[config.mk]
export PLATFORM = sky130hd
export DESIGN_NAME = frs_ram
export DESIGN_NICKNAME = d
export VERILOG_FILES = /design/src/rtl/frs_ram.sv
export SDC_FILE = /design/constraint.sdc
export NUM_CORES = 2
export LEC_CHECK = 0
export BUFFER_PORTS_ARGS = -buffer_cell sky130_fd_sc_hd__buf_4
export CORE_MARGIN = 2
export CORE_UTILIZATION = 60
export CTS_CLUSTER_DIAMETER = 150
export DETAILED_ROUTE_END_ITERATION = 8
export PLACE_DENSITY = 0.86
export SLEW_MARGIN = 40
export SYNTH_ARGS = -nofsm -noshare
export SYNTH_HDL_FRONTEND = slang
export SYNTH_SLANG_ARGS = --single-unit
[constraint.sdc]
create_clock -name clk -period 6.9 [get_ports clk]
set_clock_uncertainty 0.1 [all_clocks]
set_input_delay 1.035 -clock clk [delete_from_list [all_inputs] [get_ports clk]]
set_output_delay 1.035 -clock clk [all_outputs]
set_load 0.02 [all_outputs]
[src/rtl/frs_ram.sv]
// ----------------------------------------------------------------------------
// frs_ram
// Generic single-write, single-read synchronous RAM with registered read.
// ----------------------------------------------------------------------------
`default_nettype none

module frs_ram #(
	parameter int WIDTH = 8,
	parameter int DEPTH = 256,
	localparam int AW = $clog2(DEPTH)
) (
	input  logic             clk,
	input  logic             we,
	input  logic [AW-1:0]    waddr,
	input  logic [WIDTH-1:0] wdata,
	input  logic [AW-1:0]    raddr,
	output logic [WIDTH-1:0] rdata
);

	logic [WIDTH-1:0] mem_q [DEPTH];

	always_ff @(posedge clk) begin
		if (we) begin
			mem_q[waddr] <= wdata;
		end
		rdata <= mem_q[raddr];
	end

endmodule

`default_nettype wire

# Yosys cells after proc, flatten, opt, wreduce, memory -nomap -nowiden

Memory sizes are Yosys's and may differ from the RTL's. A register that Yosys moved wholly into a read port is not among the register bits.
Cells that the tools add are included.

Register bits: 0
Bits in writable memories: 2048
Input port bits: 26
Memories kept: 1

Muxes and demuxes: 2

Memories:

| memory | depth | bits a word | rd ports | clocked after Yosys merged registers in | wr ports | line | text |
|---|---|---|---|---|---|---|---|
| mem_q  | 256   | 8           | 1        | 1                                       | 1        | 20   | `logic [WIDTH-1:0] mem_q [DEPTH];` |

Operator list:

| kind             | count |
|---|---|
| 1-bit 2-to-1 mux | 2 |

# Longest topological paths before layout

Depth after elaboration: 2
Gate-level depth with buffers: 11
Gate-level depth less buffers: 6

# Worst setup path after synthesis

No wires, ideal clock.

Path type: input-to-reg
Start point: in raddr[0]
End point: reg rdata[2], read port of mem_q
Data arrival time: 2842 ps
Setup slack: 3827 ps
Cell stages on the path: 9
Path buffers: 4
Cell sequence: buf_6 > buf_12 > buf_8 > buf_2 > mux4_2 > a22oi_1 > a21oi_1 > nor4_1 > nor4_2

RTL lines:

| what            | line | text |
|---|---|---|
| start, declared | 16   | `input logic [AW-1:0] raddr,` |
| end, declared   | 17   | `output logic [WIDTH-1:0] rdata` |

==> results by group <==
Clock tree
  • Hold buffers post-CTS: 0
  • Post-CTS resize count: 0
  • H-tree Lvls: 4
  • TritonCTS Sinks: 2,056
  • Total setup buffers inserted after CTS: 0
  • Clock-pin slew on the worst setup and hold paths: 70 ps
  • Number of buffers created by CTS: 186
  • Clock Path Buffers: 3
  • Clk Tree Root Cell: clkbuf_16
  • CTS tree: built
  • Clock Latency Late Sink: 860 ps

STA
  • Headroom to the max-slew limit: 0.198
  • Tcrit/Tclk final: 0.623
  • Final setup fails: 0
  • Fmax: approximately 230 MHz
  • RSZ-0062 raised after global routing: false
  • Final Hold Fails: 0
  • Minimum clock period: around 4300 ps
  • Setup TNS: 0 ps
  • Final max-slew violation count: 0
  • Tightest Pin Transition: 1190 ps

Floorplanning
  • I/O pin total: 34
  • Die area: about 0.14 mm²
  • Width of the die: around 370 µm
  • Core area: between 0.1 and 0.15 mm²
  • DIE HEIGHT: 368 µm
  • Standard-cell rows: 133
  • Initial core utilization: 0.605

Pwr
  • Maximum VDD drop: 315 µV
  • Leak: 26.9 nW
  • Pwr dens: 290 mW/mm²
  • Total power: 25.5 mW

Worst setup path
  • Critical Path Sink Type: flop
  • CP max FO: 49
  • Critical Path AT: 4850 ps
  • Worst R2R Setup Slack: between 3000 and 4000 ps
  • CP Launch Type: primary input
  • CP required: 7450 ps
  • Crit Path Class: in2reg

Synthesis
  • Number of flops mapped to enable cells by yosys: 2,048
  • Synth cell types: 55
  • Mapped cell area: 0.0796 mm²
  • Post-synth top flop: edfxtp_1
  • Syn Area/Cell: 21.3 µm²
  • Cells after Synth: about 3,700
  • Synth async-reset ratio: 0
  • Sequential share of the synthesized area: 0.775
  • Syn. warnings: 0
  • Post-synthesis register bit count: 2,056
  • Mapped Nets: 3,759

Detailed routing
  • DRC viols: 0
  • First-pass detailed-route iteration total: 7
  • Remaining antenna violation count: 0
  • First-iteration detailed-routing DRC count: 8,199
  • DR vias: 42,600
  • Drt total wl: between 200,000 and 250,000 µm
  • Wire per inst: 37.8 µm
  • DR vias/cell: 7.45

Place
  • Hpwl dp: 114,000 µm
  • Number of port buffers: 33
  • GP Congestion: 0.891

Finish
  • Synthesis-to-layout area growth: 10.5%
  • Fillers: 7,368
  • Fin nets: ~3,800
  • Fin util: 0.669
  • Ratio of cells with drive above 1 in the final layout: 0.247

Global routing
  • Maximum number of pins on one net before global-route repair: between 150 and 200
  • Initial antenna violation count: 12
  • First-pass GRT wire length: 306,000 µm
  • Grt ovf: 0
  • Vias in the first global route: 42,300
  • Gr usage total: 0.318

Run status
  • Status: complete, no violations

Run
  • Number of max-cap violations: 0

Min path
  • Worst min path class: in2reg
-- power by group --
part | leakage (nW) | switching [mW] | total [mW] | internal [mW]
clock network | 2.92 | 4.73 | 10.4 | 5.69
logic | 5.47 | 0.882 | 1.30 | 0.416
registers | 18.5 | 0.0347 | 13.8 | 13.8
-- cell type report --
| type | instances | area, µm² | area share |
|---|---|---|---|
| diodes | 8 | 20.0 | 0.000228 |
| clock buffers | 228 | 4870 | 0.0555 |
| clock inverters | 111 | 1100 | 0.0126 |
| inverters | 2 | 7.51 | 0.0000854 |
| multi-input cells | 1442 | 16900 | 0.192 |
| flip-flops and latches | 2056 | 61700 | 0.702 |
| well taps | 1755 | 2200 | 0.0250 |
| repair buffers | 115 | 1180 | 0.0134 |
-- metal layers --
layer	up-vias	GRT usage	routed length [µm]
met5	-	0	114
met4	16	0.176	13800
met3	960	0.0999	32400
met2	4532	0.493	103000
met1	21300	0.404	66900
li1	15800	-	-
-- cells in the final DEF (no fill, tap or decap), types with 7 or more instances in the layout --
cell        instances
mux4_2            454
a21oi_1            95
nand3_1            25
nor2b_1            27
o22ai_1            28
nor4_2             13
inv_6               7
bufinv_16          17
o21ai_0            10
dfxtp_1             8
nand3_2             8
nor3_1             22
a22oi_1           133
o211ai_1           10
nand2_1            27
o221ai_1           46
diode_2             8
a22o_1              8
clkbuf_8            7
clkinvlp_4          7
buf_12              9
nor4_1             14
clkinv_1           36
nor2_1            187
clkinv_2           31
clkbuf_1           38
clkbuf_16         191
nor2_2             94
a221oi_1           13
mux2i_1           134
edfxtp_1         2048
a211oi_1           16
buf_4              84
buf_6               7
nand4_1            10
-- flip-flops by register name, indices dropped and copies added (netlist names) --
| name | flops |
|---|---|
| mem_q | 2048 |
| rdata | 8 |
-- cell families (layout without fill, tap and decap cells) --
logic type	count (synthesis)	in the layout	share of synthesized area
and+or+nand+nor	466	466	0.0263
buffers and inverters	235	456	0.0183
DFF	2056	2056	0.775
other	0	8	0
muxes	591	591	0.146
AOI/OAI and AO/OA	385	385	0.0342
-- metrics by stage --
step	hold slack, ps	setup slack, ps	instance area, µm²	cells
6_report	516	2600	87900	5717
5_1_grt	513	2730	87900	5709
4_1_cts	648	2910	87500	5705
3_5_place_dp	950	2260	81500	5366
3_3_place_gp	910	2130	81300	5363
2_1_floorplan	670	3830	79600	3733
-- worst max-delay path, cell delays in order --
cell and delay (ps):
buf_8 370, buf_4 700, buf_4 600, mux4_2 440, o22ai_1 360, o32ai_2 140, nor3_1 920, nor4_2 160
-- synth_stat cells (10+ instances only) --
| library cell | count | area share |
|---|---|---|
| o211ai_1 | 10 | 0.00094 |
| buf_1 | 22 | 0.0010 |
| nand4_1 | 10 | 0.00079 |
| mux4_2 | 454 | 0.13 |
| buf_6 | 21 | 0.0030 |
| a221oi_1 | 13 | 0.0014 |
| buf_8 | 13 | 0.0025 |
| buf_2 | 31 | 0.0020 |
| a22oi_1 | 133 | 0.013 |
| edfxtp_1 | 2048 | 0.77 |
| nand2_1 | 33 | 0.0016 |
| a211oi_1 | 16 | 0.0015 |
| mux2i_1 | 134 | 0.017 |
| nor2b_1 | 31 | 0.0024 |
| buf_4 | 27 | 0.0025 |
| o221ai_1 | 46 | 0.0051 |
| o21ai_0 | 10 | 0.00063 |
| clkbuf_1 | 111 | 0.0052 |
| nand3_1 | 34 | 0.0021 |
| o22ai_1 | 28 | 0.0022 |
| nor4_1 | 24 | 0.0019 |
| a21oi_1 | 96 | 0.0060 |
| nor2_1 | 282 | 0.013 |
| nor3_1 | 22 | 0.0014 |
-- final timing paths --
kind / startpoint / depth (start not counted) / to
setup / recovery: raddr[1] / 8 / rdata[6]
hold / removal: wdata[0] / 1 / mem_q[162][0]
setup reg to reg: mem_q[83][6] / 6 / rdata[6]
hold reg to reg: mem_q[0][3] / 5 / rdata[3]
(Power assumes the default switching activity.)
