## src/rtl/frs_pkg.sv

```systemverilog
// ----------------------------------------------------------------------------
// frs_pkg
// Shared widths, register indexes, mode codes and pixel helpers for the
// NV12 frame store and RGB565 scaler.
// ----------------------------------------------------------------------------
`default_nettype none

package frs_pkg;

	localparam int SOURCE_SIDE_DEF = 128;

	localparam int DIM_W   = 13;
	localparam int COORD_W = 12;
	localparam int OFS_W   = 12;
	localparam int ADDR_W  = 15;
	localparam int BYTE_W  = 8;
	localparam int PIX_W   = 16;
	localparam int MODE_W  = 2;
	localparam int IDX_W   = 2;

	localparam logic [IDX_W-1:0] REG_WIDTH  = 2'd0;
	localparam logic [IDX_W-1:0] REG_HEIGHT = 2'd1;
	localparam logic [IDX_W-1:0] REG_MODE   = 2'd2;

	localparam logic [MODE_W-1:0] MODE_COLOUR = 2'd0;
	localparam logic [MODE_W-1:0] MODE_GRAY   = 2'd1;
	localparam logic [MODE_W-1:0] MODE_FLOW   = 2'd2;

	localparam logic [DIM_W-1:0] WIDTH_RST  = 13'd128;
	localparam logic [DIM_W-1:0] HEIGHT_RST = 13'd128;

	localparam logic [BYTE_W-1:0] FLOW_CODE_BLACK   = 8'd0;
	localparam logic [BYTE_W-1:0] FLOW_CODE_RED     = 8'd50;
	localparam logic [BYTE_W-1:0] FLOW_CODE_CYAN    = 8'd100;
	localparam logic [BYTE_W-1:0] FLOW_CODE_GREEN   = 8'd150;
	localparam logic [BYTE_W-1:0] FLOW_CODE_MAGENTA = 8'd200;

	localparam logic [PIX_W-1:0] PIX_BLACK   = 16'h0000;
	localparam logic [PIX_W-1:0] PIX_RED     = 16'hf800;
	localparam logic [PIX_W-1:0] PIX_CYAN    = 16'h07ff;
	localparam logic [PIX_W-1:0] PIX_GREEN   = 16'h07e0;
	localparam logic [PIX_W-1:0] PIX_MAGENTA = 16'hf81f;

	// BT.601-style coefficients, scaled by 256
	localparam logic signed [10:0] COEF_RV = 11'sd359;
	localparam logic signed [10:0] COEF_GU = 11'sd88;
	localparam logic signed [10:0] COEF_GV = 11'sd183;
	localparam logic signed [10:0] COEF_BU = 11'sd454;

	typedef struct packed {
		logic [DIM_W-1:0]  side;
		logic [OFS_W-1:0]  x0;
		logic [OFS_W-1:0]  y0;
		logic [MODE_W-1:0] mode;
	} geom_t;

	function automatic logic [PIX_W-1:0] pack565(input logic [BYTE_W-1:0] r,
		input logic [BYTE_W-1:0] g, input logic [BYTE_W-1:0] b);
		return {r[7:3], g[7:2], b[7:3]};
	endfunction

	function automatic logic [BYTE_W-1:0] clamp8(input logic signed [11:0] a);
		logic [BYTE_W-1:0] res;
		if (a < 12'sd0) begin
			res = 8'd0;
		end else if (a > 12'sd255) begin
			res = 8'd255;
		end else begin
			res = a[7:0];
		end
		return res;
	endfunction

	function automatic logic [PIX_W-1:0] flow565(input logic [BYTE_W-1:0] code);
		logic [PIX_W-1:0] res;
		unique case (code)
			FLOW_CODE_BLACK:   res = PIX_BLACK;
			FLOW_CODE_RED:     res = PIX_RED;
			FLOW_CODE_CYAN:    res = PIX_CYAN;
			FLOW_CODE_GREEN:   res = PIX_GREEN;
			FLOW_CODE_MAGENTA: res = PIX_MAGENTA;
			default:           res = pack565(code, code, code);
		endcase
		return res;
	endfunction

endpackage

`default_nettype wire

```

## src/rtl/frs_cfg.sv

```systemverilog
// ----------------------------------------------------------------------------
// frs_cfg
// Display registers, centred-square geometry and a bit-serial restoring
// divider for the source-to-square side ratio, 8.16 at the default side.
// ----------------------------------------------------------------------------
`default_nettype none

module frs_cfg #(
	parameter int SOURCE_SIDE = frs_pkg::SOURCE_SIDE_DEF,
	parameter int INV_W       = $clog2(SOURCE_SIDE) + 17
) (
	input  logic                       clk,
	input  logic                       arst_n,
	input  logic                       cfg_we,
	input  logic [frs_pkg::IDX_W-1:0]  cfg_index,
	input  logic [frs_pkg::DIM_W-1:0]  cfg_data,
	output frs_pkg::geom_t             geom,
	output logic [INV_W-1:0]           inv,
	output logic                       busy
);

	import frs_pkg::*;

	localparam int CNT_W = $clog2(INV_W);
	localparam logic [INV_W-1:0] NUM = INV_W'(SOURCE_SIDE * 65536);

	logic [DIM_W-1:0]  width_q;
	logic [DIM_W-1:0]  height_q;
	logic [MODE_W-1:0] mode_q;
	logic [DIM_W-1:0]  side_c;
	logic              restart;
	logic              run_q;
	logic [CNT_W-1:0]  cnt_q;
	logic [DIM_W-1:0]  rem_q;
	logic [INV_W-1:0]  quo_q;
	logic [DIM_W:0]    rem_sh;
	logic [DIM_W:0]    rem_sub;
	logic              fit;
	geom_t             geom_q;

	assign side_c  = (width_q < height_q) ? width_q : height_q;
	assign restart = cfg_we && ((cfg_index == REG_WIDTH) || (cfg_index == REG_HEIGHT));
	assign rem_sh  = {rem_q, quo_q[INV_W-1]};
	assign fit     = rem_sh >= {1'b0, side_c};
	assign rem_sub = rem_sh - {1'b0, side_c};

	always_ff @(posedge clk or negedge arst_n) begin
		if (!arst_n) begin
			width_q  <= WIDTH_RST;
			height_q <= HEIGHT_RST;
			mode_q   <= MODE_COLOUR;
		end else if (cfg_we) begin
			unique case (cfg_index)
				REG_WIDTH:  width_q  <= cfg_data;
				REG_HEIGHT: height_q <= cfg_data;
				REG_MODE:   mode_q   <= cfg_data[MODE_W-1:0];
				default: ;
			endcase
		end
	end

	// divider runs after reset and after any width or height write
	always_ff @(posedge clk or negedge arst_n) begin
		if (!arst_n) begin
			run_q <= 1'b1;
			cnt_q <= '0;
			rem_q <= '0;
			quo_q <= NUM;
		end else if (restart) begin
			run_q <= 1'b1;
			cnt_q <= '0;
			rem_q <= '0;
			quo_q <= NUM;
		end else if (run_q) begin
			if (cnt_q == CNT_W'(INV_W - 1)) begin
				run_q <= 1'b0;
			end
			cnt_q <= cnt_q + 1'b1;
			rem_q <= fit ? rem_sub[DIM_W-1:0] : rem_sh[DIM_W-1:0];
			quo_q <= {quo_q[INV_W-2:0], fit};
		end
	end

	always_ff @(posedge clk) begin
		geom_q.side <= side_c;
		geom_q.x0   <= OFS_W'((width_q - side_c) >> 1);
		geom_q.y0   <= OFS_W'((height_q - side_c) >> 1);
		geom_q.mode <= mode_q;
	end

	assign geom = geom_q;
	assign inv  = quo_q;
	assign busy = run_q;

endmodule

`default_nettype wire

```

## config.mk

```make
export PLATFORM = sky130hd
export DESIGN_NAME = frs_cfg
export DESIGN_NICKNAME = d
export VERILOG_FILES = /design/src/rtl/frs_pkg.sv /design/src/rtl/frs_cfg.sv
export SDC_FILE = /design/constraint.sdc
export NUM_CORES = 1
export LEC_CHECK = 0
export ABC_AREA = 0
export BUFFER_PORTS_ARGS = -buffer_cell sky130_fd_sc_hd__buf_4
export CAP_MARGIN = 25
export CORE_MARGIN = 3
export CORE_UTILIZATION = 40
export DETAILED_ROUTE_END_ITERATION = 6
export GPL_TIMING_DRIVEN = 0
export HOLD_SLACK_MARGIN = 0.08
export PLACE_DENSITY = 0.64
export SYNTH_ARGS = -nofsm -noshare
export SYNTH_HDL_FRONTEND = slang
export SYNTH_SLANG_ARGS = --single-unit
```

## constraint.sdc

```tcl
create_clock -name clk -period 6.6 [get_ports clk]
set_input_delay 0.99 -clock clk [delete_from_list [all_inputs] [get_ports clk]]
set_output_delay 0.99 -clock clk [all_outputs]
set_load 0.05 [all_outputs]
```

* After elaboration in Yosys (flattened, before gate mapping)
Index checks and enable logic that the tools add are counted.
** Cells by class
- Equal/unequal tests :: 3
- $add $sub $neg :: 4
- $lt $le $gt $ge :: 2
- Multiplexer cells :: 11
- Reduce and logical (&&, ||, !) cells :: 7
** Operator list (count)
- 2-to-1 mux 13 bit :: 4
- 2-to-1 mux 24 bit :: 2
- subtractor 13 bit :: 3
- greater-or-equal comparator 14 x 13 -> 1 bit :: 1
- < comparator 13 bit :: 1
- 2-to-1 mux 5 bit :: 2
- AND reduction 2 bit :: 3
- adder 5 x 1 -> 5 bit (second input constant) :: 1
- equality test 5 bit (second input constant) :: 1
- 2-to-1 mux 1 bit :: 3
- equality test 2 x 1 -> 1 bit (second input constant) :: 1
- equality test 2 bit (second input constant) :: 1
- logical NOT 2 bit :: 1
- nonzero test 2 bit :: 1
- logical AND 1 bit :: 1
- logical OR 1 bit :: 1
** Storage, ports and cells
- Input port bits :: 18
- Logic and storage cells :: 38
- Register bits after elaboration :: 110
- Output and inout port bits :: 64

* Logic depth before layout (Yosys ltp)
Gate-level depths: netlist of the first run.
- Word-level depth :: 6
- Depth in mapped cells :: 24
- Mapped depth without buffers :: 19

* Least setup slack after synthesis of the first run
OpenSTA, ideal clock, no wires.
- Kind :: flip-flop to flip-flop
- Start :: reg height_q[3]
- End :: reg rem_q[11]
- Arrival time :: 4.614 ns
- Path buffers :: 5
- Stages on the path, launching flop included :: 25
- Library setup time :: 0.067 ns
- Required time :: 6.533 ns
- Path slack :: 1.919 ns
- Cell sequence :: dfrtp_1 clkbuf_1 inv_1 ha_1 o21ai_2 a2111oi_4 a21oi_2 nand2_2 buf_2 buf_1 buf_1 nand2_1 nand2_1 ha_1 inv_1 ha_1 inv_1 o211ai_1 maj3_2 o211a_1 nand4bb_1 and2_1 buf_6 a311oi_1 o221a_1
** Between the ends
- Cells in the longest elaborated chain, start to end :: 6
- Elaborated cells on any way between the ends :: 7
** RTL lines
- from (decl) :: line frs_cfg.sv:28 : logic [DIM_W-1:0] height_q;
- from (signal assigned) :: line frs_cfg.sv:55 : REG_HEIGHT: height_q <= cfg_data;
- < comparator 13 bit * :: line frs_cfg.sv:41 : assign side_c = (width_q < height_q) ? width_q : height_q;
- 2-to-1 mux 13 bit * :: line frs_cfg.sv:41
- net side_c[0] :: line frs_cfg.sv:30 : logic [DIM_W-1:0] side_c;
- subtractor 13 bit / greater-or-equal comparator 14 x 13 -> 1 bit (equally long branches) :: line frs_cfg.sv:45, frs_cfg.sv:44
- 2-to-1 mux 13 bit * :: line frs_cfg.sv:79 : rem_q <= fit ? rem_sub[DIM_W-1:0] : rem_sh[DIM_W-1:0];
- 2-to-1 mux 13 bit * :: line frs_cfg.sv:74 : end else if (run_q) begin
- 2-to-1 mux 13 bit * :: line frs_cfg.sv:69 : end else if (restart) begin
- to (signal assigned) :: line frs_cfg.sv:79
- to (decl) :: line frs_cfg.sv:34 : logic [DIM_W-1:0] rem_q;
Mark *: on every way through the listed nets, which the timed path passes. The rest lies on a longest branch. The select of a mux whose other input is x is not followed.
A chain may end at the register's enable or synchronous reset.

* Final worst setup path of the first run
- Start :: reg height_q[3]
- End :: reg geom_q, in the netlist geom[25]
** Between the ends
- Cells in the longest elaborated chain, start to end :: 3
** RTL lines
- < comparator 13 bit :: line frs_cfg.sv:41
- 2-to-1 mux 13 bit * :: line frs_cfg.sv:41
- subtractor 13 bit * :: line frs_cfg.sv:86 : geom_q.x0 <= OFS_W'((width_q - side_c) >> 1);
- to (decl) :: line frs_cfg.sv:39 : geom_t geom_q;
Mark *: on every way between the ends. The rest lies on a longest branch, timed or not.

==> results of run 1 <==
[power by group through the flow]
| stage | Combinational (uW) | Sequential (uW) | Clock (uW) |
|---|---|---|---|
| 2_1_floorplan | 1440 | 1460 | 0 |
| 3_3_place_gp | 2430 | 1020 | 0 |
| 3_5_place_dp | 2480 | 1030 | 0 |
| 4_1_cts | 2500 | 1020 | 555 |
| 5_1_grt | 2710 | 1040 | 579 |
| 6_report | 2520 | 1020 | 542 |
[layout make-up]
type | count | area, um2 | area share
Sequential cell | 110 | 2560 | 0.340
Tap cell | 211 | 264 | 0.0350
Inverter | 44 | 165 | 0.0219
Multi-Input combinational cell | 500 | 3500 | 0.464
Buffer | 34 | 145 | 0.0193
Timing Repair Buffer | 81 | 608 | 0.0807
Clock buffer | 12 | 246 | 0.0327
Clock inverter | 4 | 47.5 | 0.00631
[synthesized netlist by cell type (all sizes together), types with 21 or more instances]
library cell | count | area (um2)
clkbuf | 21 | 78.8
nand2 | 57 | 216
dfrtp | 67 | 1680
mux2 | 27 | 304
ha | 27 | 338
a21oi | 44 | 228
nor2 | 70 | 268
xnor2 | 26 | 228
dfxtp | 39 | 781
mux2i | 24 | 240
o21ai | 41 | 209
inv | 41 | 154
[how the worst max path moves through the flow]
stage,to,cells past startpoint,startpoint
finish,geom[25]$_DFF_P_,22,height_q[3]$_DFFE_PN0P_
global route,geom[25]$_DFF_P_,22,height_q[3]$_DFFE_PN0P_
CTS,rem_q[11]$_DFFE_PN0P_,24,height_q[3]$_DFFE_PN0P_
detailed placement,rem_q[11]$_DFFE_PN0P_,24,height_q[3]$_DFFE_PN0P_
global placement,rem_q[11]$_DFFE_PN0P_,24,height_q[3]$_DFFE_PN0P_
floorplan,rem_q[11]$_DFFE_PN0P_,24,height_q[3]$_DFFE_PN0P_
[worst max-delay path, delay by kind of cell (launching register included)]
family                   cells  cell delay (ps)
AO/OA/AOI/OAI               12             2730
buffers and inverters        6             1860
adder cells (fa/ha/maj)      2              580
AND/OR/NAND/NOR              2              430
flip-flops                   1              320
[kinds of logic (layout without fill, tap and decap cells)]
family | count (synthesis) | count (layout) | share of synthesized area
AO/OA/AOI/OAI | 178 | 178 | 0.198
XOR/XNOR | 37 | 37 | 0.0509
adder cells (fa/ha/maj) | 36 | 36 | 0.0676
buffers and inverters | 78 | 175 | 0.0487
flip-flops | 110 | 110 | 0.402
multiplexers | 51 | 51 | 0.0855
AND/OR/NAND/NOR | 198 | 198 | 0.147
[sequential cells by signal, indices dropped and copies added, names as in the netlist]
signal and flops:
geom 39, mode_q 2, width_q 13, rem_q 13
busy 1, inv 24, height_q 13, cnt_q 5
[layer usage]
layer,GRT usage,vias to the layer above,wire length [um]
met2,0.314,182,7860
met4,0.0652,0,424
met1,0.229,2629,7190
met5,0,-,0
li1,-,2640,-
met3,0.0439,37,946
[per-stage QoR]
stage	area, um2	util	std cells	setup WS, ps
detailed placement	7240	0.471	980	741
global placement	7240	0.471	980	832
floorplan	6370	-	688	1920
finish	7540	0.490	996	558
global route	7540	0.490	996	118
CTS	7540	0.490	996	656
==> run metrics, run 1 <==
CTS H-tree depth=3; Yosys reg bits=110; DRC=0; Pint=roughly 2100 uW; RD Place Congestion=between 0.9 and 1; Max stage delay on crit path=around 440 ps; Syn Inst Count=688; Seq pwr share=0.249; status=finished clean; nets=approximately 830; pin count of the biggest net entering global routing=just over 70; capture point of the worst reg-to-reg path=geom[25]$_DFF_P_; Initial Util=0.414; Ant. Diodes=0; Main synth FF type=dfrtp_1; FP Rows=between 40 and 50; Final Max Tran Viols=0; Initial DRT Pass Iterations=5; num ports=82; DR vias=approximately 5500; WHS Path Cells=0; vias in the first global route=~5400; Routed Antenna Nets=0; Post-synth ARST share=0.645; Post-CTS Setup Bufs=0; clk sink count=110; Switch Pwr=just under 2000 uW; CP max-delay cell=o21ai_0; worst-path fanout max=10; pwr/cell area=~540 nW/um2; Register-to-Register Path Depth=22; global route overflow=0; CTS tree=yes; Power, Total=~4000 uW; number of DRC markers in iteration 0=around 540; kind of critical path=flop to flop; max frequency=~170 MHz; hold_buf cts=0; R2R Path Start=height_q[3]$_DFFE_PN0P_; DP HPWL=12300 um; first-pass GRT wire length=approximately 27000 um; Hold Slack=370 ps; CP cell instances=clkbuf_1, inv_1, ha_1, o21ai_2, a2111oi_4, a21oi_2, nand2_2, buf_2, buf_1, buf_1, o21ai_0, ha_1, clkbuf_1, a211oi_1, a21oi_1, o221ai_1, a211oi_1, o21ai_0, a311oi_1, o31a_1, nor4_1, a311oi_1; switching share of power=0.477; routed length per instance=~16 um; clock skew=13.6 ps; Clk pwr share=0.133; number of vias per cell=5.51; cts repair resizes=0; Die Ht=132 um; flop-to-flop setup slack=560 ps; CTS root buffer=clkbuf_16; Tcrit/Tclk final=0.916; Syn Nets=around 730; Filler cells=1442; Post-synth EDFFs=0; most common cell after layout, fill and taps aside=buf_4; initial antenna violation count=0; most frequent cells in the layout=81 x buf_4, 68 x nor2_1, 67 x dfrtp_1, 56 x nand2_1, 42 x a21oi_1; CTS Buf Count=9; Layout Area Growth over Synthesis=18.4%; final setup violation count=0; CP endpoint kind=flop; Critical Path RT=just under 7000 ps; Max-Cap Viols=0; fraction of final layout cells sized beyond drive strength 1=0.196; distinct cell type count after synthesis=83; I/O Buffers=a little over 80; hold crit path type=flop to flop; Worst Max-Slew Pin Slew=~900 ps; HP Start=mode_q[1]$_DFFE_PN0P_; WL final=16400 um; Post-Syn Area=between 6000 and 7000 um2; RSZ-0062 raised after global routing=false; worst skew pair latency=about 360 ps; die footprint=17500 um2; Fin Setup TNS=0 ps; clock-pin slew on the worst setup and hold paths=~70 ps; Logic pwr share=0.618; Yosys warning count=0; Worst EP arrival=6280 ps; Max Root-Sink Buffers=2; GRT Util Overall=0.184; crit path time final=6040 ps; Hold Path End=geom[1]$_DFF_P_; Slew HR=0.395; Seq/Total Area, Yosys=0.402; die width=approximately 130 um; mean post-synth cell area=between 9 and 10 um2; Final Hold Viols=0; startpoint types=flop; area of the core=15400 um2; Lkg Pwr=0.00351 uW; Max VDD drop=about 0.32 mV
No activity file was read; power rests on OpenSTA's default activity.
==> inputs of run 2 (changes only) <==
--- a/config.mk
+++ b/config.mk
@@ -10,6 +10,7 @@
 export CAP_MARGIN = 25
 export CORE_MARGIN = 3
 export CORE_UTILIZATION = 40
+export CTS_BUF_LIST = sky130_fd_sc_hd__clkbuf_4 sky130_fd_sc_hd__clkbuf_8
 export DETAILED_ROUTE_END_ITERATION = 6
 export GPL_TIMING_DRIVEN = 0
 export HOLD_SLACK_MARGIN = 0.08
==> run metrics, run 2 (synthesized netlist as in run 1, its figures left out) <==
global route overflow=0; CP endpoint kind=flop; Slew HR=0.391; register area=roughly 2600 um2; Critical Path RT=6870 ps; num ports=slightly above 80; Worst Max-Slew Pin Slew=~910 ps; Worst EP arrival=between 6000 and 7000 ps; Max-Cap Viols=0; most frequent cells in the layout=81 x buf_4, 68 x nor2_1, 67 x dfrtp_1, 56 x nand2_1, 42 x a21oi_1; DRC=0; Layout Area Growth over Synthesis=16.9%; Tcrit/Tclk final=0.911; clock-pin slew on the worst setup and hold paths=~100 ps; Initial DRT Pass Iterations=5; Fin Setup TNS=0 ps; Die Ht=approximately 130 um; Register-to-Register Path Depth=22; CTS H-tree depth=3; CTS root buffer=clkbuf_8; crit path time final=6010 ps; Setup WS pre-CTS=around 740 ps; dominant delay contributor by cell family on the critical path=compound AO/OA/AOI/OAI gates; area of the core=between 15000 and 20000 um2; die footprint=approximately 17000 um2; hold_buf cts=0; status=finished clean; hold crit path type=flop to flop; number of DRC markers in iteration 0=496; I/O Buffers=between 80 and 90; DR vias=5481; max frequency=166 MHz; Max stage delay on crit path=430 ps; initial antenna violation count=0; fraction of final layout cells sized beyond drive strength 1=0.199; number of vias per cell=between 5 and 6; RSZ-0062 raised after global routing=false; worst skew pair latency=a little under 400 ps; Ant. Diodes=0; Buffers & Inverters on Critical Path=6; pin count of the biggest net entering global routing=72; GRT Util Overall=0.185; WP depth=22; Post-CTS Setup Bufs=0; Lkg Pwr=about 0.0035 uW; routed length per instance=approximately 16 um; CP cell instances=clkbuf_1, inv_1, ha_1, o21ai_2, a2111oi_4, a21oi_2, nand2_2, buf_2, buf_1, buf_1, o21ai_0, ha_1, clkbuf_1, a211oi_1, a21oi_1, o221ai_1, a211oi_1, o21ai_0, a311oi_1, o31a_1, nor4_1, a311oi_1; kind of critical path=flop to flop; WHS Path Cells=0; cts repair resizes=0; worst-path fanout max=10; Max VDD drop=approximately 0.32 mV; Max Root-Sink Buffers=2; Final Hold Viols=0; Power, Total=between 3000 and 4000 uW; Largest register FFs=39; CTS tree=yes; Hold Slack=376 ps; nets=a little over 800; DP HPWL=approximately 12000 um; WL final=approximately 16000 um; pwr/cell area=around 530 nW/um2; CTS Buf Count=9; fin worst setup slack=between 500 and 600 ps; Routed Antenna Nets=0; FP Rows=between 40 and 50; die width=between 100 and 150 um; Initial Util=0.414; Final Max Tran Viols=0; most common cell after layout, fill and taps aside=buf_4; CP max-delay cell=a2111oi_4; clk sink count=110; vias in the first global route=around 5300; RD Place Congestion=roughly 0.91; area used by multi-input combinational logic=between 3000 and 4000 um2; startpoint types=flop; Filler cells=between 1000 and 1500; first-pass GRT wire length=26500 um; clock skew=about 18 ps; final setup violation count=0
==> run 2: power by group <==
part	switching, uW	internal, uW
combinational	1580	936
sequential	126	892
clock	223	193
==> run 2: layout make-up <==
type / count / area share
inverter: 44 / 0.0222
timing repair buffer: 81 / 0.0817
sequential: 110 / 0.344
clock buffer: 12 / 0.0205
tap: 211 / 0.0355
clock inverter: 4 / 0.00639
multi-input combinational: 500 / 0.470
buffer: 34 / 0.0195
==> run 2: final timing paths <==
kind | slack (ps) | end | startpoint
worst max register to register | 590 | geom[25]$_DFF_P_ | height_q[3]$_DFFE_PN0P_
worst min register to register | 380 | geom[1]$_DFF_P_ | mode_q[1]$_DFFE_PN0P_
worst max-delay path | 590 | geom[25]$_DFF_P_ | height_q[3]$_DFFE_PN0P_
min in group asynchronous | 740 | cnt_q[2]$_DFFE_PN0P_ | arst_n
worst min-delay path | 380 | geom[1]$_DFF_P_ | mode_q[1]$_DFFE_PN0P_
max in group asynchronous | 5280 | height_q[0]$_DFFE_PN0P_ | arst_n
==> run 2: per-stage QoR <==
stage	instance area (um2)	std cells	utilization
final	7440	996	0.484
after global routing	7440	996	0.484
after CTS	7440	996	0.484
after detailed placement	7240	980	0.471
after global placement	7240	980	0.471
after floorplan	6370	688	-
==> run 2: layer usage <==
| layer | GRT usage | vias to the layer above | wire [um] |
|---|---|---|---|
| met5 | 0 | - | 0 |
| li1 | - | 2639 | - |
| met2 | 0.313 | 176 | 7910 |
| met3 | 0.0370 | 28 | 934 |
| met4 | 0.0751 | 0 | 424 |
| met1 | 0.231 | 2638 | 7100 |
