$ cat src/rtl/frs_pkg.sv
// ----------------------------------------------------------------------------
// frs_pkg
// Shared widths, register indexes, mode codes and pixel helpers for the
// NV12 frame store and RGB565 scaler.
// ----------------------------------------------------------------------------
`default_nettype none

package frs_pkg;

	localparam int SOURCE_SIDE_DEF = 128;

	localparam int DIM_W   = 13;
	localparam int COORD_W = 12;
	localparam int OFS_W   = 12;
	localparam int ADDR_W  = 15;
	localparam int BYTE_W  = 8;
	localparam int PIX_W   = 16;
	localparam int MODE_W  = 2;
	localparam int IDX_W   = 2;

	localparam logic [IDX_W-1:0] REG_WIDTH  = 2'd0;
	localparam logic [IDX_W-1:0] REG_HEIGHT = 2'd1;
	localparam logic [IDX_W-1:0] REG_MODE   = 2'd2;

	localparam logic [MODE_W-1:0] MODE_COLOUR = 2'd0;
	localparam logic [MODE_W-1:0] MODE_GRAY   = 2'd1;
	localparam logic [MODE_W-1:0] MODE_FLOW   = 2'd2;

	localparam logic [DIM_W-1:0] WIDTH_RST  = 13'd128;
	localparam logic [DIM_W-1:0] HEIGHT_RST = 13'd128;

	localparam logic [BYTE_W-1:0] FLOW_CODE_BLACK   = 8'd0;
	localparam logic [BYTE_W-1:0] FLOW_CODE_RED     = 8'd50;
	localparam logic [BYTE_W-1:0] FLOW_CODE_CYAN    = 8'd100;
	localparam logic [BYTE_W-1:0] FLOW_CODE_GREEN   = 8'd150;
	localparam logic [BYTE_W-1:0] FLOW_CODE_MAGENTA = 8'd200;

	localparam logic [PIX_W-1:0] PIX_BLACK   = 16'h0000;
	localparam logic [PIX_W-1:0] PIX_RED     = 16'hf800;
	localparam logic [PIX_W-1:0] PIX_CYAN    = 16'h07ff;
	localparam logic [PIX_W-1:0] PIX_GREEN   = 16'h07e0;
	localparam logic [PIX_W-1:0] PIX_MAGENTA = 16'hf81f;

	// BT.601-style coefficients, scaled by 256
	localparam logic signed [10:0] COEF_RV = 11'sd359;
	localparam logic signed [10:0] COEF_GU = 11'sd88;
	localparam logic signed [10:0] COEF_GV = 11'sd183;
	localparam logic signed [10:0] COEF_BU = 11'sd454;

	typedef struct packed {
		logic [DIM_W-1:0]  side;
		logic [OFS_W-1:0]  x0;
		logic [OFS_W-1:0]  y0;
		logic [MODE_W-1:0] mode;
	} geom_t;

	function automatic logic [PIX_W-1:0] pack565(input logic [BYTE_W-1:0] r,
		input logic [BYTE_W-1:0] g, input logic [BYTE_W-1:0] b);
		return {r[7:3], g[7:2], b[7:3]};
	endfunction

	function automatic logic [BYTE_W-1:0] clamp8(input logic signed [11:0] a);
		logic [BYTE_W-1:0] res;
		if (a < 12'sd0) begin
			res = 8'd0;
		end else if (a > 12'sd255) begin
			res = 8'd255;
		end else begin
			res = a[7:0];
		end
		return res;
	endfunction

	function automatic logic [PIX_W-1:0] flow565(input logic [BYTE_W-1:0] code);
		logic [PIX_W-1:0] res;
		unique case (code)
			FLOW_CODE_BLACK:   res = PIX_BLACK;
			FLOW_CODE_RED:     res = PIX_RED;
			FLOW_CODE_CYAN:    res = PIX_CYAN;
			FLOW_CODE_GREEN:   res = PIX_GREEN;
			FLOW_CODE_MAGENTA: res = PIX_MAGENTA;
			default:           res = pack565(code, code, code);
		endcase
		return res;
	endfunction

endpackage

`default_nettype wire

$ cat src/rtl/frs_conv.sv
// ----------------------------------------------------------------------------
// frs_conv
// YUV to RGB565 conversion: coefficient products in one stage, then
// clamping, packing and mode selection.
// ----------------------------------------------------------------------------
`default_nettype none

module frs_conv (
	input  logic                        clk,
	input  logic                        load,
	input  logic [frs_pkg::BYTE_W-1:0]  luma,
	input  logic [frs_pkg::BYTE_W-1:0]  cb,
	input  logic [frs_pkg::BYTE_W-1:0]  cr,
	input  logic [frs_pkg::MODE_W-1:0]  mode,
	output logic [frs_pkg::PIX_W-1:0]   pix
);

	import frs_pkg::*;

	logic signed [8:0]  u_c;
	logic signed [8:0]  v_c;
	logic signed [19:0] r_prod;
	logic signed [19:0] g_prod;
	logic signed [19:0] b_prod;

	logic [BYTE_W-1:0]  y_s1;
	logic [MODE_W-1:0]  mode_s1;
	logic signed [11:0] rt_s1;
	logic signed [11:0] gt_s1;
	logic signed [11:0] bt_s1;

	logic signed [11:0] y_ext;
	logic signed [11:0] r_sum;
	logic signed [11:0] g_sum;
	logic signed [11:0] b_sum;

	assign u_c    = $signed({1'b0, cb}) - 9'sd128;
	assign v_c    = $signed({1'b0, cr}) - 9'sd128;
	assign r_prod = COEF_RV * v_c;
	assign g_prod = COEF_GU * u_c + COEF_GV * v_c;
	assign b_prod = COEF_BU * u_c;

	// upper bits of the product are the floor of product / 256
	always_ff @(posedge clk) begin
		if (load) begin
			y_s1    <= luma;
			mode_s1 <= mode;
			rt_s1   <= r_prod[19:8];
			gt_s1   <= g_prod[19:8];
			bt_s1   <= b_prod[19:8];
		end
	end

	assign y_ext = $signed({4'b0000, y_s1});
	assign r_sum = y_ext + rt_s1;
	assign g_sum = y_ext - gt_s1;
	assign b_sum = y_ext + bt_s1;

	always_comb begin
		unique case (mode_s1)
			MODE_GRAY: pix = pack565(y_s1, y_s1, y_s1);
			MODE_FLOW: pix = flow565(y_s1);
			default:   pix = pack565(clamp8(r_sum), clamp8(g_sum), clamp8(b_sum));
		endcase
	end

endmodule

`default_nettype wire

$ cat config.mk
export PLATFORM = sky130hd
export DESIGN_NAME = frs_conv
export DESIGN_NICKNAME = d
export VERILOG_FILES = /design/src/rtl/frs_pkg.sv /design/src/rtl/frs_conv.sv
export SDC_FILE = /design/constraint.sdc
export NUM_CORES = 1
export LEC_CHECK = 0
export BUFFER_PORTS_ARGS = -buffer_cell sky130_fd_sc_hd__buf_2
export CAP_MARGIN = 10
export CORE_MARGIN = 8
export CORE_UTILIZATION = 58
export CTS_CLUSTER_DIAMETER = 150
export DETAILED_ROUTE_END_ITERATION = 8
export MAX_ROUTING_LAYER = met4
export PLACE_DENSITY = 0.84
export SYNTH_ARGS = -nofsm -noshare
export SYNTH_HDL_FRONTEND = slang
export SYNTH_SLANG_ARGS = --single-unit
export TNS_END_PERCENT = 10
$ cat constraint.sdc
create_clock -name clk -period 5 [get_ports clk]
set_clock_uncertainty 0.2 [all_clocks]
set_input_delay 0.25 -clock clk [delete_from_list [all_inputs] [get_ports clk]]
set_output_delay 0.25 -clock clk [all_outputs]
set_load 0.005 [all_outputs]
======== After elaboration in Yosys (flattened, before gate mapping) ========
Cells that the tools add are included.
storage, ports and cells
  register bits after elaboration ......... 46
  input port bits ......................... 28
  output and inout bits ................... 16
  logic and storage cells ................. 36
cells by class
  add/sub/neg operators ................... 6
  $mul .................................... 4
  $lt $le $gt $ge ......................... 6
  equal/unequal tests ..................... 6
  muxes and demuxes ....................... 8
  reduce and logical (&&, ||, !) cells .... 1
operators by type and width
  kind                                                                               number
  16-bit case mux with 5 select lines                                                1
  8-bit two-way mux                                                                  6
  12-bit by 9-bit greater-than comparator with 1-bit output (second input constant)  3
  12-bit by 1-bit less-than comparator with 1-bit output (second input constant)     3
  9-bit by 9-bit multiplier with 18-bit output (first input constant)                2
  16-bit case mux with 2 select lines                                                1
  9-bit by 12-bit adder with 12-bit output                                           2
  17-bit by 18-bit adder with 19-bit output                                          1
  10-bit by 9-bit multiplier with 19-bit output (first input constant)               1
  8-bit by 8-bit subtractor with 9-bit output (second input constant)                2
  8-bit == test (second input constant)                                              2
  5-bit by 9-bit multiplier with 14-bit output (first input constant)                1
  9-bit by 12-bit subtractor with 12-bit output                                      1
  8-bit by 6-bit == test with 1-bit output (second input constant)                   1
  8-bit by 7-bit == test with 1-bit output (second input constant)                   1
  8-bit logical NOT                                                                  1
  2-bit by 1-bit == test with 1-bit output (second input constant)                   1
  2-bit == test (second input constant)                                              1

======== Depth between registers and ports, before layout ========
Gate-level depths: netlist of the first run.
  word-level depth ........................ 5
  gate-level depth with buffers ........... 21
  depth with buffers taken out ............ 21

======== Worst setup path after synthesis of the first run ========
OpenSTA, ideal clock, no wires.
  path kind ............................... input -> register
  start ................................... input port cb[1] in the netlist's numbering
  end ..................................... register gt_s1[9], data pin
  library setup time ...................... 262 ps
  arrival time ............................ 4504 ps
  data required time ...................... 4538 ps
  setup slack ............................. 34 ps
  stages on the path ...................... 16
  buffers on the path ..................... 0
  cell sequence ........................... ha_1 > fa_1 > ha_1 > a21oi_1 > xnor2_1 > fa_1 > fa_1 > fa_1 > inv_1 > ha_1 > o21ai_0 > a21o_1 > nor3_1 > or3_1 > a21oi_1 > xor2_1
on the way
  longest elaborated chain between the ends .. 3
ends and longest elaborated chain
  element                                       RTL line        source
  start, declared                               frs_conv.sv:12  input logic [frs_pkg::BYTE_W-1:0] cb,
  8-bit by 8-bit subtractor with 9-bit output   frs_conv.sv:37  assign u_c = $signed({1'b0, cb}) - 9'sd128;
  5-bit by 9-bit multiplier with 14-bit output  frs_conv.sv:40  assign g_prod = COEF_GU * u_c + COEF_GV * v_c;
  17-bit by 18-bit adder with 19-bit output     frs_conv.sv:40
  named net g_prod[17]                          frs_conv.sv:23  logic signed [19:0] g_prod;
  end signal, assigned                          frs_conv.sv:49  gt_s1 <= g_prod[19:8];
  end, declared                                 frs_conv.sv:29  logic signed [11:0] gt_s1;
The timed path passes the listed nets, and every way through them passes these cells.
A chain may end at the register's enable or synchronous reset.

======== Worst setup path in the final report of the first run ========
Same ends and word-level chain as after synthesis.

==> summary.md, run 1 <==
| Metric | Value |
|---|---|
| Status | finished clean |
| All-Layer GR Usage | 19.70% |
| Synth Area in Compound Gates | 14.85% |
| Synth async-reset ratio | 0% |
| Starting density of the core | 59.35% |
| Die Ht | 135.0 um |
| Largest net degree at the start of global routing | 44 |
| Mux contribution to synthesized area | 0.1220% |
| H-Tree Depth | 2 |
| Setup violators final | 0 |
| Area of the mapped netlist | 8207 um2 |
| Total die area | 18,210 um2 |
| Share of cells above drive strength 1 | 13.41% |
| Rel. slew slack | 40.10% |
| Data required, critical path | 4840 ps |
| Site Rows | 43 |
| 1st-pass router iterations | 5 |
| Synth Area in XOR/XNOR | 5.336% |
| Post-route minimum period | 4793 ps |
| Worst Setup End Kind | register |
| Die Wd | 135.0 um |
| Cell area after layout | 9256 um2 |
| Total of max-cap violations | 0 |
| Layout Nets | 1,242 |
| Multi-input logic area | 6341 um2 |
| Clock-pin slew on the worst setup and hold paths | 70 ps |
| Antenna Nets Post-Route | 0 |
| Global placement routability congestion | 0.8918 |
| Critical path fanouts, max | 3 |
| Highest clock rate | 208.7 MHz |
| Total Neg Setup Slack | 0 ps |
| First-pass GRT wire length | 29,110 um |
| Main synth FF type | edfxtp_1 |
| Mapped Cells | 868 |
| Hpwl dp | 14,740 um |
| # diodes | 0 |
| Synth Area in Adders | 44.88% |
| Worst-margin pin slew | 898.5 ps |
| DR WL/cell | 15.24 um |
| PD cells | 529.1 nW/um2 |
| VDD IR-drop max | 0.0004125 V |
| Clk buf depth | 2 |
| CP Launch Type | input port |
| DR vias | 6,374 |
| Root buffer cell | clkbuf_16 |
| Leakage | 4.586 nW |
| Post-Syn Nets | 1,149 |
| Initial antenna violation count | 0 |
| Post-synthesis sequential area ratio | 15.73% |
| Final Cycle Share | 95.85% |
| Number of remaining DRC errors | 0 |
| Synth Register Bits | 43 |
| Fillers | 1,076 |
| Vias in the first global route | 6,437 |
| EDFF count, synth | 43 |
| Warnings, synthesis | 0 |
| TritonCTS Buffers | 5 |
| Initial drt markers | 403 |
| Area after DPL | 8887 um2 |
| Count of cell types in the netlist | 67 |
| Fin. Hold Viols | 0 |
| Crit path DAT | 4640 ps |
| Clock sinks | 43 |
| Number of port buffers | 43 |
| Syn avg cell area | 9.455 um2 |
| Largest family of logic cells by synthesized area | adder cells |
| Overflow after GRT | 0 |
| CTS tree | done |
| Core Area | 13,830 um2 |
| Critical path class | input port to register |
| Post-Route WL | 17,400 um |
| Reg area | 1291 um2 |
| Final Max Tran Viols | 0 |
| Min-Delay Path Class | input port to register |
| Io pins | 44 |
| Simple-gate share of the synthesized area | 10.66% |
| Synth-to-Final Area Change | 12.79% |
| Overall Power | 4.897 mW |
| Via density | 5.581 |
cells by family (layout without fill, tap and decap cells):
group,Yosys count,count (layout)
fa+ha+maj,253,253
buf+inv,180,274
compound gates,174,174
simple gates,167,167
xor+xnor,50,50
flops,43,43
mux,1,1
stage by stage:
| stage | hold slack (ps) | utilization [%] | setup WS (ps) | std cells |
|---|---|---|---|---|
| detailed placement | 228.5 | 64.27 | -319.3 | 1123 |
| global route | 467.4 | 66.94 | -41.62 | 1142 |
| finish | 433.3 | 66.94 | 207.4 | 1142 |
| CTS | 457.4 | 66.08 | 5.979 | 1141 |
| global placement | 227.8 | 64.27 | -222.2 | 1123 |
| floorplan | 148.9 | - | 34.11 | 868 |
cells in the final DEF (no fill, tap or decap), types with 7 or more instances in the layout:
| cell type | Yosys | layout |
|---|---|---|
| ha_1 | 184 | 180 |
| buf_2 | 0 | 43 |
| nor2_1 | 44 | 44 |
| a31oi_1 | 8 | 8 |
| xor2_1 | 17 | 17 |
| a21oi_1 | 31 | 25 |
| dlygate4sd3_1 | 0 | 10 |
| nand2b_1 | 13 | 13 |
| o211ai_1 | 7 | 7 |
| buf_4 | 0 | 37 |
| o21a_1 | 11 | 11 |
| a211oi_1 | 9 | 9 |
| or2_2 | 8 | 8 |
| a21o_1 | 13 | 13 |
| o21bai_1 | 9 | 8 |
| edfxtp_1 | 43 | 43 |
| nand3_1 | 8 | 8 |
| fa_1 | 69 | 68 |
| nor3_1 | 16 | 15 |
| o21ai_0 | 39 | 37 |
| xnor2_1 | 33 | 33 |
| nand2_1 | 35 | 35 |
| inv_1 | 176 | 175 |
Yosys cell counts, types with 9 or more instances:
| master | instances | area share (%) |
|---|---|---|
| a21oi_1 | 31 | 1.9 |
| a211oi_1 | 9 | 0.82 |
| ha_1 | 184 | 28 |
| fa_1 | 69 | 17 |
| xnor2_1 | 33 | 3.5 |
| nand2b_1 | 13 | 0.99 |
| a21o_1 | 13 | 1.2 |
| nand2_1 | 35 | 1.6 |
| xor2_1 | 17 | 1.8 |
| edfxtp_1 | 43 | 16 |
| o21ai_0 | 39 | 2.4 |
| o21bai_1 | 9 | 0.82 |
| o21a_1 | 11 | 1.0 |
| nor2_1 | 44 | 2.0 |
| inv_1 | 176 | 8.0 |
| nor3_1 | 16 | 0.98 |
worst paths after layout:
path / slack (ps) / to / startpoint / cells after the start
setup / recovery: 210 / gt_s1[9] / cb[1] / 20
hold / removal: 430 / mode_s1[1] / load / 1
critical path, cell delays in order:
cell and delay, ps:
buf_2 120, ha_4 240, fa_1 590, ha_4 230, buf_4 150, a21oi_2 150, o21bai_2 100, a21oi_2 170
o21bai_1 90, xnor2_1 210, fa_1 480, fa_1 540, inv_1 60, ha_4 240, a21o_1 170, a21oi_2 160
o21ai_2 90, or3_4 400, a21oi_2 140, xor2_1 80
state kept, by name, indices dropped and copies added, names as in the netlist:
register / flops
y_s1: 8
gt_s1: 11
rt_s1: 11
bt_s1: 11
mode_s1: 2
repair_timing:
| item | 4_1_cts | 5_1_grt |
|---|---|---|
| hold buffers | 10 | 0 |
| setup endpoints to repair | 2 | 9 |
| pin swaps | 0 | 9 |
| endpoints found under the hold margin | 10 | 0 |
| setup buffers | 0 | 1 |
| resized for setup | 1 | 22 |
| cloned | 0 | 0 |
area by class of cell:
type / count / area share, %
multi-input cells: 645 / 68.50
flip-flops and latches: 43 / 13.95
inverters: 176 / 7.137
repair buffers: 90 / 6.407
well taps: 180 / 2.433
clock buffers: 5 / 1.352
clock inverters: 3 / 0.2163
routing by layer:
| metal | vias to the layer above | GRT usage [%] | part of all wire [%] |
|---|---|---|---|
| li1 | 3188 | - | - |
| met1 | 3001 | 23.62 | 45 |
| met2 | 152 | 34.14 | 49 |
| met3 | 33 | 1.932 | 3.8 |
| met4 | 0 | 6.477 | 2.5 |
| met5 | - | - | 0 |
report_power, final:
part	switching [mW]	internal, mW
sequential	0.0737	0.667
combinational	2.05	1.78
clock	0.139	0.184
Note: power is estimated with default switching activity, not from simulation.
==> inputs of run 2 (changes only) <==
- CORE_UTILIZATION: 58 -> 65
- PLACE_DENSITY: 0.84 -> 0.89
- clock period: 5 -> 5.7 ns (I/O delays scaled with it)
==> run 2 against run 1 <==
Effect of this change: first-iteration DRC count grew 17%; final area shrank 4.2%; combinational power shrank 22%; non-clock buffer count shrank 34; die area shrank 9.5%; critical endpoint is now gt_s1[10]; largest power group unchanged.
==> summary.md, run 2 (same netlist as run 1, synthesis figures left out) <==
| Metric | Value |
|---|---|
| Most frequent cells in the layout | 184 x ha_1, 176 x inv_1, 69 x fa_1 |
| Total of max-cap violations | 0 (unchanged) |
| Io pins | 44 (unchanged) |
| Worst-margin pin slew | 877.5 ps (-20.97 ps) |
| TritonCTS Buffers | 5 (unchanged) |
| Post-CTS Setup Bufs | 0 (unchanged) |
| Setup violators final | 0 (unchanged) |
| Via density | 5.761 (+3.2%) |
| Number of remaining DRC errors | 0 (unchanged) |
| VDD IR-drop max | 0.0003416 V (-17%) |
| Leakage | 4.409 nW (-3.9%) |
| 1st-pass router iterations | 5 (unchanged) |
| Fin. Hold Viols | 0 (unchanged) |
| Cell area after layout | 8864 um2 (-4.2%) |
| Clk buf depth | 2 (unchanged) |
| Fin Hold WS | 471.7 ps (+38.37 ps) |
| Setup slack at placement | 116.2 ps (+435.6 ps) |
| Worst Setup End Kind | register |
| Overall Power | 3.911 mW (-20%) |
| Area after DPL | 8630 um2 (-2.9%) |
| Final Non-Filler Cells | 1,099 (-3.8%) |
| Synth-to-Final Area Change | 8.004% |
| Min-Delay Path Class | input port to register |
| Critical path class | input port to register |
| Highest routed metal layer | met4 |
| H-Tree Depth | 2 (unchanged) |
| Starting density of the core | 65.83% (+6.5 points) |
| Met1 wire length | 7698 um (-1.5%) |
| RSZ-0062 raised after global routing | no |
| Clock-pin slew on the worst setup and hold paths | 60 ps (about the same) |
| Number of port buffers | 43 (unchanged) |
| Antenna Nets Post-Route | 0 (unchanged) |
| Highest clock rate | 185.7 MHz |
| Global placement routability congestion | 0.8887 (-0.35%) |
| Rel. slew slack | 41.50% (+1.4 points) |
| Hold Path Cell Cnt | 1 (unchanged) |
| Data required, critical path | 5520 ps (+680 ps) |
| Total Neg Setup Slack | 0 ps (unchanged) |
| Site Rows | 41 (-4.7%) |
| Status | finished clean |
| Reg area | 1291 um2 (unchanged) |
| CP Launch Type | input port |
| Vias in the first global route | 6,507 (+1.1%) |
| All-Layer GR Usage | 22.59% (+2.9 points) |
| WL met2 | 8564 um (+0.90%) |
| DR WL/cell | 16.01 um (+5.1%) |
| Crit path DAT | 5210 ps (+570 ps) |
| CTS tree | done |
| Die Wd | 128.4 um (-4.9%) |
| Core Area | 12,470 um2 (-9.8%) |
| Largest net degree at the start of global routing | 44 (unchanged) |
| Multi-input logic area | 6225 um2 (-1.8%) |
| Post-route minimum period | 5385 ps |
| Final Cycle Share | 94.48% |
| Total die area | 16,480 um2 (-9.5%) |
| Hold buffers post-CTS | 10 (unchanged) |
| Critical path fanouts, max | 7 (+4) |
| Top flop regs | bt_s1 x11, gt_s1 x11, rt_s1 x11 |
| Post-CTS Resized | 0 (-1) |
| Commonest non-fill, non-tap cell in the layout | ha_1 |
| Clock sinks | 43 (unchanged) |
| Initial drt markers | 473 (+17%) |
| # diodes | 0 (unchanged) |
| Fillers | 918 (-15%) |
| Final Core Density | 71.10% (+4.2 points) |
| Cell count after placement | 1,082 (-3.7%) |
| Root buffer cell | clkbuf_16 |
| Final Max Tran Viols | 0 (unchanged) |
| Hpwl dp | 14,740 um (about the same) |
| Initial antenna violation count | 0 (unchanged) |
| Setup ws final | 314.8 ps (+107.3 ps) |
| Share of cells above drive strength 1 | 8.091% (-5.3 points) |
| Met3 Wirelength | 792 um (+20%) |
| DR vias | 6,331 (-0.67%) |
| Post-Route WL | 17,590 um (+1.1%) |
| Die Ht | 128.4 um (-4.9%) |
| Overflow after GRT | 0 (unchanged) |
| First-pass GRT wire length | 29,470 um (+1.2%) |
| PD cells | 441.2 nW/um2 (-17%) |
| Layout Nets | 1,208 (-2.7%) |
[run 2: layout make-up]
cell class,count,area share [%]
Clock buffer,5,1.412
Clock inverter,2,0.09881
Inverter,176,7.453
Multi-Input combinational cell,645,70.23
Sequential cell,43,14.57
Tap cell,172,2.428
Timing Repair Buffer,56,3.811
[run 2: worst max-delay path, cell delays in order]
cell and delay [ps]:
buf_2 150, ha_1 320, fa_1 470, ha_1 350, a21oi_1 250, xnor2_1 180, fa_1 470, fa_1 500
fa_1 570, inv_1 60, ha_1 330, o21ai_0 150, a21o_1 240, nor3_1 310, nor2_1 90, a221oi_1 350
xnor2_1 140
[run 2: final timing paths]
kind | start | end | slack [ps]
setup / recovery | cb[1] | gt_s1[10] | 310
hold / removal | load | y_s1[6] | 470
[run 2: layer usage]
metal,GRT usage [%],vias up
li1,-,3115
met1,26.64,2979
met2,39.24,189
met3,1.820,48
met4,9.021,0
met5,-,-
[run 2: power by group]
group	internal, mW	total [mW]	switching (mW)
clock	0.157	0.261	0.104
sequential	0.586	0.658	0.0714
combinational	1.30	2.99	1.70
total	2.04	3.91	1.87
==> inputs of run 3 (changes only) <==
- CORE_UTILIZATION: 65 -> 64
- PLACE_DENSITY: 0.89 -> 0.88
- clock period: 5.7 -> 5.8 ns (I/O delays scaled with it)
==> run 3 against run 2 <==
Effect of this change: sequential power decreased by 2%; highest routed layer unchanged; final cell count barely moved; final area is essentially flat; sequential share of layout area about the same; critical path type unchanged; power decreased by 1.5%; combinational power decreased by 2%; sequential cell count unchanged; global-route usage rose by 0.28 points.
==> summary.md, run 3 (same netlist as run 1, synthesis figures left out) <==
| Metric | Value |
|---|---|
| Data required, critical path | 5630 ps (+110 ps) |
| Vias in the first global route | 6,548 (+0.63%) |
| # diodes | 0 (unchanged) |
| Layout Nets | 1,206 (-0.17%) |
| RSZ-0062 raised after global routing | no |
| Clock sinks | 43 (unchanged) |
| Worst Setup End Kind | register |
| Initial antenna violation count | 0 (unchanged) |
| DR WL/cell | 15.90 um (-0.71%) |
| Status | finished clean |
| Site Rows | 41 (unchanged) |
| Starting density of the core | 65.30% (-0.54 points) |
| Clk buf depth | 2 (unchanged) |
| Area after DPL | 8615 um2 (-0.17%) |
| Clock-pin slew on the worst setup and hold paths | 70 ps (about the same) |
| Initial drt markers | 434 (-8.2%) |
| VDD IR-drop max | 0.0003428 V (+0.36%) |
| CP Launch Type | input port |
| Final Max Tran Viols | 0 (unchanged) |
| Overflow after GRT | 0 (unchanged) |
| Fin. Hold Viols | 0 (unchanged) |
| Rel. slew slack | 39.35% (-2.1 points) |
| Largest net degree at the start of global routing | 44 (unchanged) |
| Share of cells above drive strength 1 | 8.099% (+0.0087 points) |
| H-Tree Depth | 2 (unchanged) |
| Core Area | 12,570 um2 (+0.82%) |
| Post-Route WL | 17,450 um (-0.80%) |
| Hold buffers post-CTS | 10 (unchanged) |
| Sw Ratio | 47.77% (-0.075 points) |
| Setup violators final | 0 (unchanged) |
| Min-Delay Path Class | input port to register |
| Fin Hold WS | 482.1 ps (+10.43 ps) |
| Via density | 5.696 (-1.1%) |
| Worst-margin pin slew | 909.7 ps (+32.22 ps) |
| Overall Power | 3.850 mW (-1.5%) |
| Antenna Nets Post-Route | 0 (unchanged) |
| Die Wd | 129.2 um (+0.68%) |
| Critical path class | input port to register |
| Critical path fanouts, max | 7 (unchanged) |
| Commonest non-fill, non-tap cell in the layout | ha_1 |
| Post-CTS Resized | 0 (unchanged) |
| Root buffer cell | clkbuf_16 |
| Crit path DAT | 5110 ps (-100 ps) |
| All-Layer GR Usage | 22.86% (+0.28 points) |
| Total die area | 16,700 um2 (+1.4%) |
| CP cell instances | buf_2, ha_1, fa_1, ha_1, a21oi_1, xnor2_1, fa_1, fa_1, fa_1, inv_1, ha_1, o21ai_0, a21o_1, nor3_1, nor2_1, a221oi_1, xnor2_1 |
| Cell area after layout | 8866 um2 (about the same) |
| Gate power share | 76.0% (-0.5 points) |
| Number of remaining DRC errors | 0 (unchanged) |
| Global placement routability congestion | 0.8940 (+0.60%) |
| Synth-to-Final Area Change | 8.035% (about the same) |
| Post-CTS Setup Bufs | 0 (unchanged) |
| CTS tree | done |
| Switching power | 1.839 mW (-1.7%) |
| Flop pwr share | 16.7% (about the same) |
| First-pass GRT wire length | 30,170 um (+2.4%) |
| 1st-pass router iterations | 5 (unchanged) |
| Clk pwr share | 7.4% (+0.7 points) |
| Internal power | 2.011 mW (-1.4%) |
| Total Neg Setup Slack | 0 ps (unchanged) |
| Max incr delay on CP | 550 ps (-20 ps) |
| Total of max-cap violations | 0 (unchanged) |
| Critical path's slowest cell | fa_1 |
| PD cells | 434.3 nW/um2 (-1.6%) |
| Leakage | 4.407 nW (about the same) |
| Highest clock rate | 189.6 MHz |
| Die Ht | 129.2 um (+0.68%) |
| Post-route minimum period | 5275 ps |
| Number of port buffers | 43 (unchanged) |
| Final Cycle Share | 90.95% |
| Top flop regs | bt_s1 x11, gt_s1 x11, rt_s1 x11 |
| Io pins | 44 (unchanged) |
| DR vias | 6,254 (-1.2%) |
| Most frequent cells in the layout | 184 x ha_1, 176 x inv_1, 69 x fa_1 |
| Hpwl dp | 14,930 um (+1.3%) |
| Most numerous cell on the critical path | fa_1 |
| TritonCTS Buffers | 5 (unchanged) |
[run 3: path summary, 6_finish.rpt]
path                  startpoint    endpoint  cells past startpoint
worst max-delay path       cb[1]   gt_s1[10]                     17
worst min-delay path        load  mode_s1[0]                      1
[run 3: metal layers]
metal / wire length [um] / GRT usage, % / vias up
met5: 0 / - / -
met4: 371 / 7.395 / 0
met3: 723 / 2.013 / 30
met2: 8581 / 39.49 / 147
met1: 7776 / 27.68 / 2965
li1: - / - / 3112
[run 3: layout make-up]
type / count / area (um2)
inverters: 176 / 660.6
multi-input cells: 645 / 6225
flip-flops and latches: 43 / 1291
clock buffers: 5 / 125.1
fillers: 916 / 3702
repair buffers: 54 / 322.8
well taps: 172 / 215.2
clock inverters: 3 / 26.28
[run 3: stage by stage]
stage | util, % | cells | worst slack [ps]
2_1_floorplan | - | 868 | 794.1
3_3_place_gp | 68.54 | 1080 | 417.3
3_5_place_dp | 68.54 | 1080 | 279.4
4_1_cts | 70.54 | 1098 | 576.1
5_1_grt | 70.54 | 1098 | 301.0
6_report | 70.54 | 1098 | 524.7
[run 3: critical path: cells and delay by family]
kind                     cells  cell delay, ps
XOR/XNOR                     2             310
AO/OA/AOI/OAI                4             960
AND/OR/NAND/NOR              2             390
adder cells (fa/ha/maj)      7            2950
buffers and inverters        2             200
[run 3: power groups by stage]
stage | clock (mW) | sequential, mW | combinational (mW)
floorplan | 0 | 0.621 | 2.20
global placement | 0 | 0.641 | 2.74
detailed placement | 0 | 0.648 | 2.87
CTS | 0.289 | 0.642 | 2.90
global route | 0.300 | 0.652 | 3.31
finish | 0.284 | 0.642 | 2.93
